`src/hdl/gcr_pkg.sv`:
```
// ----------------------------------------------------------------------------
// gcr_pkg
// Shared types and constants for the six-and-two GCR sector encoder.
// ----------------------------------------------------------------------------
package gcr_pkg;

   // payload widths
   localparam int FUNC_W   = 2;
   localparam int TRACK_W  = 6;
   localparam int SECTOR_W = 4;
   localparam int BYTE_W   = 8;
   localparam int SIX_W    = 6;

   // sector geometry
   localparam int SECTOR_BYTES  = 256;
   localparam int TWO_BIT_COUNT = (SECTOR_BYTES + 2) / 3;                   // 86
   localparam int C_DEPTH       = SECTOR_BYTES - 2 * TWO_BIT_COUNT;         // 84
   localparam int STORE_AW      = $clog2(SECTOR_BYTES);
   localparam int LOAD_W        = STORE_AW + 1;
   localparam int TWO_AW        = $clog2(TWO_BIT_COUNT);

   // nibble positions in the sector image
   localparam int IMAGE_LEN   = 374;
   localparam int POS_W       = $clog2(IMAGE_LEN);
   localparam int DATA_START  = 28;
   localparam int SIX_BIT_END = 370;
   localparam int LAST_POS    = IMAGE_LEN - 1;

   // disk marks
   localparam logic [7:0] SYNC_BYTE  = 8'hFF;
   localparam logic [7:0] MARK_D5    = 8'hD5;
   localparam logic [7:0] MARK_AA    = 8'hAA;
   localparam logic [7:0] ADDR_MARK  = 8'h96;
   localparam logic [7:0] DATA_MARK  = 8'hAD;
   localparam logic [7:0] TRAIL_DE   = 8'hDE;
   localparam logic [7:0] TRAIL_EB   = 8'hEB;
   localparam logic [7:0] HALF_MASK  = 8'hAA;
   localparam logic [7:0] VOLUME_RST = 8'd254;

   typedef enum logic [FUNC_W-1:0] {
      FUNC_START = 2'd0,
      FUNC_LOAD  = 2'd1,
      FUNC_READ  = 2'd2
   } func_type;

   typedef struct packed {
      logic                en;
      logic [STORE_AW-1:0] index;
      logic [BYTE_W-1:0]   data;
   } load_type;

   typedef struct packed {
      logic             en;
      logic [POS_W-1:0] k;    // six-bit value number, position minus data start
   } fetch_type;

   localparam logic [7:0] GCR_TABLE [64] = '{
      8'h96, 8'h97, 8'h9A, 8'h9B, 8'h9D, 8'h9E, 8'h9F, 8'hA6,
      8'hA7, 8'hAB, 8'hAC, 8'hAD, 8'hAE, 8'hAF, 8'hB2, 8'hB3,
      8'hB4, 8'hB5, 8'hB6, 8'hB7, 8'hB9, 8'hBA, 8'hBB, 8'hBC,
      8'hBD, 8'hBE, 8'hBF, 8'hCB, 8'hCD, 8'hCE, 8'hCF, 8'hD3,
      8'hD6, 8'hD7, 8'hD9, 8'hDA, 8'hDB, 8'hDC, 8'hDD, 8'hDE,
      8'hDF, 8'hE5, 8'hE6, 8'hE7, 8'hE9, 8'hEA, 8'hEB, 8'hEC,
      8'hED, 8'hEE, 8'hEF, 8'hF2, 8'hF3, 8'hF4, 8'hF5, 8'hF6,
      8'hF7, 8'hF9, 8'hFA, 8'hFB, 8'hFC, 8'hFD, 8'hFE, 8'hFF
   };

endpackage

```
`src/hdl/gcr_req_if.sv`:
```
// ----------------------------------------------------------------------------
// gcr_req_if
// Request channel: function code plus start and load payload.
// ----------------------------------------------------------------------------
interface gcr_req_if;
   logic                         valid;
   logic                         ready;
   logic [gcr_pkg::FUNC_W-1:0]   func;
   logic [gcr_pkg::TRACK_W-1:0]  track;
   logic [gcr_pkg::SECTOR_W-1:0] sector;
   logic [gcr_pkg::BYTE_W-1:0]   data_byte;

   modport source (output valid, func, track, sector, data_byte, input ready);
   modport sink   (input valid, func, track, sector, data_byte, output ready);
endinterface

```
`src/hdl/gcr_rsp_if.sv`:
```
// ----------------------------------------------------------------------------
// gcr_rsp_if
// Response channel: one encoded disk nibble per word.
// ----------------------------------------------------------------------------
interface gcr_rsp_if;
   logic                       valid;
   logic                       ready;
   logic [gcr_pkg::BYTE_W-1:0] nibble;
   logic                       end_of_sector;

   modport source (output valid, nibble, end_of_sector, input ready);
   modport sink   (input valid, nibble, end_of_sector, output ready);
endinterface

```
`src/hdl/gcr_sector_store.sv`:
```
// ----------------------------------------------------------------------------
// gcr_sector_store
// Sector byte store split for one-read access: the upper six bits of each
// byte in one memory, the low two bits in three memories, one per third.
// ----------------------------------------------------------------------------
module gcr_sector_store (
   input  logic                        clock,
   input  gcr_pkg::load_type           load,
   input  gcr_pkg::fetch_type          fetch,
   output logic [gcr_pkg::SIX_W-1:0]   raw
);

   logic [gcr_pkg::SIX_W-1:0] hi_mem [0:gcr_pkg::SECTOR_BYTES-1];
   logic [1:0]                a_mem  [0:gcr_pkg::TWO_BIT_COUNT-1];
   logic [1:0]                b_mem  [0:gcr_pkg::TWO_BIT_COUNT-1];
   logic [1:0]                c_mem  [0:gcr_pkg::C_DEPTH-1];

   logic [gcr_pkg::STORE_AW-1:0] wr_b_full;
   logic [gcr_pkg::STORE_AW-1:0] wr_c_full;
   logic [gcr_pkg::TWO_AW-1:0]   wr_b_idx;
   logic [gcr_pkg::TWO_AW-1:0]   wr_c_idx;
   logic                         wr_in_a;
   logic                         wr_in_b;

   logic                         rd_two;
   logic [gcr_pkg::POS_W-1:0]    rd_hi_full;
   logic [gcr_pkg::STORE_AW-1:0] rd_hi_idx;
   logic [gcr_pkg::TWO_AW-1:0]   rd_two_idx;
   logic                         rd_c_zero;
   logic [gcr_pkg::TWO_AW-1:0]   rd_c_idx;

   logic [gcr_pkg::SIX_W-1:0]    hi_rd_ff;
   logic [1:0]                   a_rd_ff;
   logic [1:0]                   b_rd_ff;
   logic [1:0]                   c_rd_ff;
   logic                         two_sel_ff;
   logic                         c_zero_ff;

   // write side: which third of the sector holds the low two bits
   always_comb begin
      wr_in_a   = load.index < gcr_pkg::STORE_AW'(gcr_pkg::TWO_BIT_COUNT);
      wr_in_b   = load.index < gcr_pkg::STORE_AW'(2 * gcr_pkg::TWO_BIT_COUNT);
      wr_b_full = load.index - gcr_pkg::STORE_AW'(gcr_pkg::TWO_BIT_COUNT);
      wr_c_full = load.index - gcr_pkg::STORE_AW'(2 * gcr_pkg::TWO_BIT_COUNT);
      wr_b_idx  = wr_b_full[gcr_pkg::TWO_AW-1:0];
      wr_c_idx  = wr_c_full[gcr_pkg::TWO_AW-1:0];
   end

   always_ff @(posedge clock) begin
      if (load.en) begin
         hi_mem[load.index] <= load.data[7:2];
         if (wr_in_a) begin
            a_mem[load.index[gcr_pkg::TWO_AW-1:0]] <= load.data[1:0];
         end else if (wr_in_b) begin
            b_mem[wr_b_idx] <= load.data[1:0];
         end else begin
            c_mem[wr_c_idx] <= load.data[1:0];
         end
      end
   end

   // read side: two-bit values come from all three thirds at once; the
   // last third is short, its missing entries stand for bytes 256 and 257
   always_comb begin
      rd_two     = fetch.k < gcr_pkg::POS_W'(gcr_pkg::TWO_BIT_COUNT);
      rd_hi_full = fetch.k - gcr_pkg::POS_W'(gcr_pkg::TWO_BIT_COUNT);
      rd_hi_idx  = rd_two ? '0 : rd_hi_full[gcr_pkg::STORE_AW-1:0];
      rd_two_idx = rd_two ? fetch.k[gcr_pkg::TWO_AW-1:0] : '0;
      rd_c_zero  = rd_two_idx >= gcr_pkg::TWO_AW'(gcr_pkg::C_DEPTH);
      rd_c_idx   = rd_c_zero ? '0 : rd_two_idx;
   end

   always_ff @(posedge clock) begin
      if (fetch.en) begin
         hi_rd_ff   <= hi_mem[rd_hi_idx];
         a_rd_ff    <= a_mem[rd_two_idx];
         b_rd_ff    <= b_mem[rd_two_idx];
         c_rd_ff    <= c_mem[rd_c_idx];
         two_sel_ff <= rd_two;
         c_zero_ff  <= rd_c_zero;
      end
   end

   logic [1:0] c_bits;
   assign c_bits = c_zero_ff ? 2'b00 : c_rd_ff;

   // two-bit pairs go out with their bits swapped
   assign raw = two_sel_ff ? {c_bits[0], c_bits[1], b_rd_ff[0], b_rd_ff[1],
                              a_rd_ff[0], a_rd_ff[1]}
                           : hi_rd_ff;

endmodule

```
`src/hdl/gcr_six_and_two_sector_encoder_core.sv`:
```
// ----------------------------------------------------------------------------
// gcr_six_and_two_sector_encoder_core
// Builds the 374-nibble disk image of one sector: sync, address field,
// six-and-two coded data field with chained checksum, trailer marks.
// ----------------------------------------------------------------------------
//   port        dir   role
//   req_port    in    start / load byte / read next nibble, valid-ready
//   rsp_port    out   one nibble word per read, valid-ready
//   csr_*       in    volume register write
//
// One request word per cycle while req_port.ready stays high. The store read register loads
// at the edge that accepts a read word; the code and translate logic fills the output register
// from it at the first edge where that register is free, and the nibble then shows on rsp_port.
// Start and load words give no response. Reset clears positions,
// latches and volume (254); store contents stay undefined until loaded. A
// stalled rsp_port holds the output register; a read word then waiting in the
// fetch stage drops req_port.ready until the output register frees.
// ----------------------------------------------------------------------------
module gcr_six_and_two_sector_encoder_core (
   input  logic                        clock,
   input  logic                        reset,
   gcr_req_if.sink                     req_port,
   gcr_rsp_if.source                   rsp_port,
   input  logic                        csr_write_enable,
   input  logic [gcr_pkg::BYTE_W-1:0]  csr_write_data
);

   logic [gcr_pkg::BYTE_W-1:0]   volume_ff;
   logic [gcr_pkg::TRACK_W-1:0]  track_ff;
   logic [gcr_pkg::SECTOR_W-1:0] sector_ff;
   logic [gcr_pkg::LOAD_W-1:0]   load_index_ff;
   logic [gcr_pkg::POS_W-1:0]    read_pos_ff;
   logic [gcr_pkg::POS_W-1:0]    read_pos_in;
   logic [gcr_pkg::SIX_W-1:0]    chain_ff;
   logic [gcr_pkg::SIX_W-1:0]    chain_in;
   logic                         fetch_valid_ff;
   logic [gcr_pkg::POS_W-1:0]    fetch_pos_ff;
   logic                         rsp_valid_ff;
   logic [gcr_pkg::BYTE_W-1:0]   rsp_nibble_ff;
   logic [gcr_pkg::BYTE_W-1:0]   rsp_nibble_in;
   logic                         rsp_eos_ff;

   logic                         accept;
   logic                         is_start;
   logic                         is_load;
   logic                         is_read;
   logic                         rsp_free;
   logic                         fetch_adv;
   logic                         in_data;
   logic [gcr_pkg::SIX_W-1:0]    raw;
   logic [gcr_pkg::SIX_W-1:0]    prev;
   logic [gcr_pkg::BYTE_W-1:0]   sum;

   gcr_pkg::load_type            load;
   gcr_pkg::fetch_type           fetch;

   function automatic logic [7:0] odd_half(input logic [7:0] v);
      return (v >> 1) | gcr_pkg::HALF_MASK;
   endfunction

   function automatic logic [7:0] even_half(input logic [7:0] v);
      return v | gcr_pkg::HALF_MASK;
   endfunction

   // handshake
   assign rsp_free       = !rsp_valid_ff || rsp_port.ready;
   assign fetch_adv      = fetch_valid_ff && rsp_free;
   assign req_port.ready = !fetch_valid_ff || rsp_free;
   assign accept         = req_port.valid && req_port.ready;

   always_comb begin
      is_start = 1'b0;
      is_load  = 1'b0;
      is_read  = 1'b0;
      unique case (req_port.func)
         gcr_pkg::FUNC_START: is_start = accept;
         gcr_pkg::FUNC_LOAD:  is_load  = accept;
         gcr_pkg::FUNC_READ:  is_read  = accept;
         default: ;
      endcase
   end

   // store access
   always_comb begin
      load.en    = is_load && (load_index_ff < gcr_pkg::LOAD_W'(gcr_pkg::SECTOR_BYTES));
      load.index = load_index_ff[gcr_pkg::STORE_AW-1:0];
      load.data  = req_port.data_byte;
      fetch.en   = is_read;
      fetch.k    = read_pos_ff - gcr_pkg::POS_W'(gcr_pkg::DATA_START);
   end

   gcr_sector_store u_store (
      .clock (clock),
      .load  (load),
      .fetch (fetch),
      .raw   (raw)
   );

   assign read_pos_in = (read_pos_ff == gcr_pkg::POS_W'(gcr_pkg::LAST_POS))
                        ? '0 : read_pos_ff + 1'b1;

   // nibble coding for the word in the fetch stage
   always_comb begin
      sum      = volume_ff ^ {2'b00, track_ff} ^ {4'b0000, sector_ff};
      in_data  = (fetch_pos_ff >= gcr_pkg::POS_W'(gcr_pkg::DATA_START)) &&
                 (fetch_pos_ff <  gcr_pkg::POS_W'(gcr_pkg::SIX_BIT_END));
      // chain restarts at the first data nibble
      prev     = (fetch_pos_ff == gcr_pkg::POS_W'(gcr_pkg::DATA_START)) ? '0 : chain_ff;
      chain_in = chain_ff;
      if (in_data) begin
         chain_in      = raw;
         rsp_nibble_in = gcr_pkg::GCR_TABLE[prev ^ raw];
      end else begin
         case (fetch_pos_ff) inside
            9'd6, 9'd25:                rsp_nibble_in = gcr_pkg::MARK_D5;
            9'd7, 9'd18, 9'd26, 9'd372: rsp_nibble_in = gcr_pkg::MARK_AA;
            9'd8:                       rsp_nibble_in = gcr_pkg::ADDR_MARK;
            9'd9:                       rsp_nibble_in = odd_half(volume_ff);
            9'd10:                      rsp_nibble_in = even_half(volume_ff);
            9'd11:                      rsp_nibble_in = odd_half({2'b00, track_ff});
            9'd12:                      rsp_nibble_in = even_half({2'b00, track_ff});
            9'd13:                      rsp_nibble_in = odd_half({4'b0000, sector_ff});
            9'd14:                      rsp_nibble_in = even_half({4'b0000, sector_ff});
            9'd15:                      rsp_nibble_in = odd_half(sum);
            9'd16:                      rsp_nibble_in = even_half(sum);
            9'd17, 9'd371:              rsp_nibble_in = gcr_pkg::TRAIL_DE;
            9'd19, 9'd373:              rsp_nibble_in = gcr_pkg::TRAIL_EB;
            9'd27:                      rsp_nibble_in = gcr_pkg::DATA_MARK;
            9'd370:                     rsp_nibble_in = gcr_pkg::GCR_TABLE[chain_ff];
            default:                    rsp_nibble_in = gcr_pkg::SYNC_BYTE;
         endcase
      end
   end

   // control state
   always_ff @(posedge clock) begin
      if (reset) begin
         volume_ff      <= gcr_pkg::VOLUME_RST;
         track_ff       <= '0;
         sector_ff      <= '0;
         load_index_ff  <= '0;
         read_pos_ff    <= '0;
         chain_ff       <= '0;
         fetch_valid_ff <= 1'b0;
         rsp_valid_ff   <= 1'b0;
      end else begin
         if (csr_write_enable) begin
            volume_ff <= csr_write_data;
         end
         // a start accepted at the same edge is younger than the fetched read
         if (is_start) begin
            chain_ff <= '0;
         end else if (fetch_adv) begin
            chain_ff <= chain_in;
         end
         if (is_start) begin
            track_ff      <= req_port.track;
            sector_ff     <= req_port.sector;
            load_index_ff <= '0;
            read_pos_ff   <= '0;
         end
         if (load.en) begin
            load_index_ff <= load_index_ff + 1'b1;
         end
         if (is_read) begin
            read_pos_ff <= read_pos_in;
         end
         if (is_read) begin
            fetch_valid_ff <= 1'b1;
         end else if (fetch_adv) begin
            fetch_valid_ff <= 1'b0;
         end
         if (fetch_adv) begin
            rsp_valid_ff <= 1'b1;
         end else if (rsp_port.ready) begin
            rsp_valid_ff <= 1'b0;
         end
      end
   end

   // payload
   always_ff @(posedge clock) begin
      if (is_read) begin
         fetch_pos_ff <= read_pos_ff;
      end
      if (fetch_adv) begin
         rsp_nibble_ff <= rsp_nibble_in;
         rsp_eos_ff    <= fetch_pos_ff == gcr_pkg::POS_W'(gcr_pkg::LAST_POS);
      end
   end

   assign rsp_port.valid         = rsp_valid_ff;
   assign rsp_port.nibble        = rsp_nibble_ff;
   assign rsp_port.end_of_sector = rsp_eos_ff;

endmodule

```
`src/flat_wrapper.sv`:
```
// flat-port wrapper written by rule: the top's interface ports become plain ports
module gcr_six_and_two_sector_encoder_core_flat 
  (clock, reset, csr_write_enable, csr_write_data, req_port_valid, req_port_func, req_port_track, req_port_sector, req_port_data_byte, req_port_ready, rsp_port_valid, rsp_port_nibble, rsp_port_end_of_sector, rsp_port_ready);
  gcr_req_if req_port_i ();
  gcr_rsp_if rsp_port_i ();
  input  logic clock;
  input  logic reset;
  input  logic csr_write_enable;
  input  logic [gcr_pkg::BYTE_W-1:0] csr_write_data;
  input wire logic [$bits(req_port_i.valid)-1:0] req_port_valid;
  input wire logic [$bits(req_port_i.func)-1:0] req_port_func;
  input wire logic [$bits(req_port_i.track)-1:0] req_port_track;
  input wire logic [$bits(req_port_i.sector)-1:0] req_port_sector;
  input wire logic [$bits(req_port_i.data_byte)-1:0] req_port_data_byte;
  output wire logic [$bits(req_port_i.ready)-1:0] req_port_ready;
  output wire logic [$bits(rsp_port_i.valid)-1:0] rsp_port_valid;
  output wire logic [$bits(rsp_port_i.nibble)-1:0] rsp_port_nibble;
  output wire logic [$bits(rsp_port_i.end_of_sector)-1:0] rsp_port_end_of_sector;
  input wire logic [$bits(rsp_port_i.ready)-1:0] rsp_port_ready;
  assign req_port_i.valid = req_port_valid;
  assign req_port_i.func = req_port_func;
  assign req_port_i.track = req_port_track;
  assign req_port_i.sector = req_port_sector;
  assign req_port_i.data_byte = req_port_data_byte;
  assign req_port_ready = req_port_i.ready;
  assign rsp_port_valid = rsp_port_i.valid;
  assign rsp_port_nibble = rsp_port_i.nibble;
  assign rsp_port_end_of_sector = rsp_port_i.end_of_sector;
  assign rsp_port_i.ready = rsp_port_ready;
  gcr_six_and_two_sector_encoder_core u_core (.clock(clock), .reset(reset), .req_port(req_port_i), .rsp_port(rsp_port_i), .csr_write_enable(csr_write_enable), .csr_write_data(csr_write_data));
endmodule
```
`config.mk`:
```
export PLATFORM = sky130hd
export DESIGN_NAME = gcr_six_and_two_sector_encoder_core_flat
export DESIGN_NICKNAME = d
export VERILOG_FILES = /design/src/hdl/gcr_pkg.sv /design/src/hdl/gcr_req_if.sv /design/src/hdl/gcr_rsp_if.sv /design/src/hdl/gcr_sector_store.sv /design/src/hdl/gcr_six_and_two_sector_encoder_core.sv /design/src/flat_wrapper.sv
export SDC_FILE = /design/constraint.sdc
export NUM_CORES = 2
export LEC_CHECK = 0
export BUFFER_PORTS_ARGS = -buffer_cell sky130_fd_sc_hd__buf_4
export CORE_UTILIZATION = 40
export DETAILED_ROUTE_END_ITERATION = 10
export GPL_ROUTABILITY_DRIVEN = 1
export SYNTH_ARGS = -nofsm -noshare
export SYNTH_HDL_FRONTEND = slang
export SYNTH_HIERARCHICAL = 1
export SYNTH_SLANG_ARGS = --single-unit
```
`constraint.sdc`:
```
create_clock -name clock -period 4.27 [get_ports clock]
set_input_delay 0.427 -clock clock [delete_from_list [all_inputs] [get_ports clock]]
set_output_delay 0.427 -clock clock [all_outputs]
set_load 0.1 [all_outputs]
```
==> impl_summary.log <==
[metrics] final estimated routing congestion in global placement: roughly 0.9
[metrics] kind of cell adding the most delay to the critical path: compound AO/OA/AOI/OAI gates
[metrics] number of antenna violations at the first check in global routing: 8
[metrics] gr ovfl total: 0
[metrics] Synth cell types: just under 100
[metrics] via count of the first global-routing pass: 57700
[metrics] overall power: 0.0427 W
[metrics] top routing layer used: met5
[metrics] violated checks: DRC
[metrics] largest area contributor in the netlist: edfxtp_1
[metrics] net total in the final layout: 6739
[metrics] sum of net half-perimeters after detailed placement: ~180000 um
[metrics] share of final-layout standard cells stronger than drive strength 1: 14.1%
[metrics] TritonRoute pass-1 iters: 11
[metrics] required time at the worst-slack endpoint: around 5 ns
[metrics] number of nets with antenna violations after routing: 0
[metrics] worst rel slew slack: 11.1%
[metrics] DR vias: 60400
[metrics] leakage power: 31.8 nW
[metrics] clock period minus final worst setup slack: 4.19 ns
[metrics] Layout Utilization: 46.0%
[metrics] TritonCTS Buffers: 215
[metrics] netlist area before placement: 0.0904 mm^2
[metrics] critical path endpoint category: register
[metrics] gate count after technology mapping: 6508
[metrics] post-route met1 wirelength: 114000 um
[metrics] I/O pin total: 44
[metrics] power per cell area: 413 mW/mm^2
[metrics] Maximum Capacitance Violations: 0
[metrics] switching power: slightly above 0.009 W
[metrics] layout-stage area growth over the synthesis result: 14.3%
[metrics] maximum clock insertion buffer count: 3
[metrics] class of the tightest hold or removal check: in -> reg
[metrics] worst-margin pin slew: 1.32 ns
[metrics] number of vias per cell after detailed routing: 6.12
[metrics] count of final setup violators: 0
[metrics] die width: around 480 um
[metrics] critical path fanouts, max: 53
[metrics] switching fraction of total power: between 20% and 30%
[metrics] number of rows in the core area: 174
[metrics] vertical die dimension: roughly 480 um
[metrics] Placed Instance Area: ~0.096 mm^2
[metrics] final instance area: 0.103 mm^2
[metrics] Reg-to-Reg Start: u_core/read_pos_ff[2]
[metrics] Worst-Skew Late Latency: 0.87 ns
[metrics] worst slack on hold paths: 0.102 ns
[metrics] final WL: 284000 um
[metrics] worst hold path startpoint: req_port_data_byte[0]
[metrics] count of flip-flops with a built-in enable after synthesis: 2079
[metrics] clock slew at the register clock pins of the worst setup and hold paths: around 0.07 ns
[metrics] worst setup skew after layout: approximately 0.094 ns
[metrics] design internal power: between 0.03 and 0.04 W
[metrics] Clk pwr share: 43.3%
[metrics] register bit count reported by yosys: 2123
[metrics] share of the synthesized area in the top cell type: 69.0%
[metrics] Die Outline Area: roughly 0.23 mm^2
[metrics] clk root buf: clkbuf_16
[metrics] average detailed-routed wire length per instance: 28.8 um
[metrics] beginning of the critical path: u_core/read_pos_ff[2]
[metrics] quantity of I/O buffers inserted on ports: 42
[metrics] top area cells in the synthesized netlist: edfxtp_1 69%, mux2i_1 3.8%, nor2_1 3.2%
[metrics] wire length of the first global-routing pass: between 400000 and 500000 um
[metrics] number of hold violations in the final report: 0
[metrics] sum of buffers and inverters on the critical path: 4
[metrics] worst vdd ir: 0.000331 V
[metrics] power share of the combinational group: 3.1%
[metrics] startpoint kind of the worst setup timing path: register
[metrics] clock sink count: 2123
[metrics] amount of wire on met2 after detailed routing: 130000 um
[metrics] Post-Syn Area per Cell: 13.9 um^2
[metrics] met3 wire length: 28700 um
[metrics] most common flop cell mapped by yosys: edfxtp_1
[metrics] slowest cell delay on critical path: 0.54 ns
[metrics] Initial Util: 40.3%
[metrics] clock tree from TritonCTS: yes
[metrics] syn nets: 6563
[metrics] cell breakdown of the critical path: ha_1 -> a21oi_1 -> nor3b_1 -> xor2_1 -> a211oi_4 -> buf_12 -> nand2_8 -> inv_8 -> buf_12 -> buf_4 -> o22ai_1 -> o211ai_1 -> o21ai_0 -> o22ai_1 -> nor4_1 -> o32ai_1
[metrics] type of the worst setup path: reg -> reg
[metrics] largest net degree at the start of global routing: 138
[metrics] status: finished, violations left
[metrics] Max Freq: 239 MHz
[metrics] Setup Total Neg Slack: 0 ns
[metrics] Final Slew Violations: 0
[metrics] Post-synth ARST share: 0%
[metrics] Final Cycle Share: 98.0%
[metrics] GRT Resource Usage Total: 24.3%
[metrics] CP arrival: between 4 and 5 ns
[metrics] slowest library cell on the worst path: o21ai_0
[metrics] initial detailed-routing violation count: about 7400
[metrics] DRC violations left: 2
[metrics] H-tree levels: 4
[metrics] proportion of synthesized chip area in sequential cells: 70.0%
[metrics] total number of yosys warnings: 6
[metrics] fraction of power consumed by sequential logic: a little over half
[metrics] core outline area: roughly 0.22 mm^2
## cells in the mapped netlist (86+ instances only)
| cell type | instances |
|---|---|
| mux2i_1 | 343 |
| edfxtp_1 | 2079 |
| nand2_1 | 434 |
| buf_2 | 194 |
| mux2_2 | 97 |
| nand3_1 | 152 |
| o22ai_1 | 169 |
| clkbuf_1 | 243 |
| o221ai_1 | 116 |
| o211ai_1 | 86 |
| nor2_1 | 766 |
| a21oi_1 | 376 |
| o21ai_0 | 314 |
## cells in the final DEF, fill, tap and decap left out, drive strengths merged, types with 15 or more instances in the layout
cell type / synthesis / final
a31oi: 61 / 61
nor2: 768 / 768
o22ai: 169 / 169
nor4: 26 / 26
bufinv: 0 / 17
xor2: 16 / 16
dfxtp: 44 / 44
and2: 31 / 31
xnor2: 20 / 20
o21ai: 330 / 330
mux2i: 343 / 343
buf: 250 / 403
clkbuf: 243 / 284
a21oi: 377 / 377
and3: 19 / 19
a211o: 30 / 30
mux2: 97 / 97
mux4: 67 / 67
a22oi: 15 / 15
nor2b: 40 / 40
o221ai: 116 / 116
inv: 32 / 39
edfxtp: 2079 / 2079
nand2: 436 / 436
o21a: 47 / 47
nand2b: 73 / 73
dlygate4sd3: 0 / 43
a221oi: 73 / 73
a211oi: 85 / 85
nand3: 154 / 154
o2111ai: 23 / 23
o211ai: 87 / 87
a311oi: 47 / 47
o31ai: 15 / 15
clkinv: 1 / 91
or2: 16 / 16
nor3: 56 / 56
ha: 22 / 22
o32ai: 24 / 24
## metal layers
| layer | global-route usage, % | vias up |
|---|---|---|
| li1 | - | 25700 |
| met1 | 33.3 | 30600 |
| met2 | 37.6 | 3342 |
| met3 | 5.21 | 623 |
| met4 | 9.73 | 8 |
| met5 | 0 | - |
## per-stage QoR
stage / instances / worst slack [ns]
4_1_cts: 9855 / 0.0232
5_1_grt: 9856 / -0.0112
3_5_place_dp: 9416 / -0.0595
3_3_place_gp: 9416 / 0.0527
2_1_floorplan: 6508 / 0.136
6_report: 9857 / 0.0848
## state kept, by name (all words and copies together) (netlist names), 7 cells and up
register / cells
u_core/read_pos_ff: 9
u_core/u_store/b_mem: 172
u_core/load_index_ff: 9
u_core/volume_ff: 8
u_core/u_store/c_mem: 168
u_core/fetch_pos_ff: 9
u_core/u_store/hi_mem: 1536
u_core/u_store/a_mem: 172
u_core/rsp_port.nibble: 7
## final cells by class
class / count / area [um^2]
multi-input cells: 3859 / 25100
clock buffers: 278 / 5660
flip-flops and latches: 2123 / 63300
well taps: 2992 / 3740
fillers: 19700 / 121000
clock inverters: 118 / 1170
inverters: 33 / 144
repair buffers: 452 / 4220
diodes: 2 / 5.00
## cell families after synthesis
kind of cell | Yosys count | share of synthesized area (%)
other | 1 | 0.00415
XOR/XNOR | 36 | 0.365
buffers and inverters | 526 | 2.56
AO/OA/AOI/OAI | 1623 | 12.0
AND/OR/NAND/NOR | 1670 | 8.05
flip-flops | 2123 | 70.0
multiplexers | 507 | 6.67
adder cells (fa/ha/maj) | 22 | 0.304
## power by group through the flow
stage	Clock (W)	Sequential [W]	Combinational (W)
3_5_place_dp	0	0.0233	0.00128
2_1_floorplan	0	0.0233	0.000559
6_report	0.0185	0.0229	0.00132
5_1_grt	0.0195	0.0229	0.00139
3_3_place_gp	0	0.0233	0.00126
4_1_cts	0.0187	0.0229	0.00131
## repair_timing
item	4_1_cts	5_1_grt
hold buffers	43	0
resized for setup	2	18
buffers inserted	0	0
hold endpoints to repair	32	0
pin swaps	0	1
setup endpoints to repair	2	8
## path summary, 6_finish.rpt
path         depth (start not counted)                           to  slack, ns
max                                 16   u_core/u_store/hi_rd_ff[4]       0.08
min                                  1  u_core/u_store/a_mem[16][0]       0.10
max reg2reg                         16   u_core/u_store/hi_rd_ff[4]       0.08
min reg2reg                          2          u_core/sector_ff[1]       0.51
(Power assumes the default switching activity.)
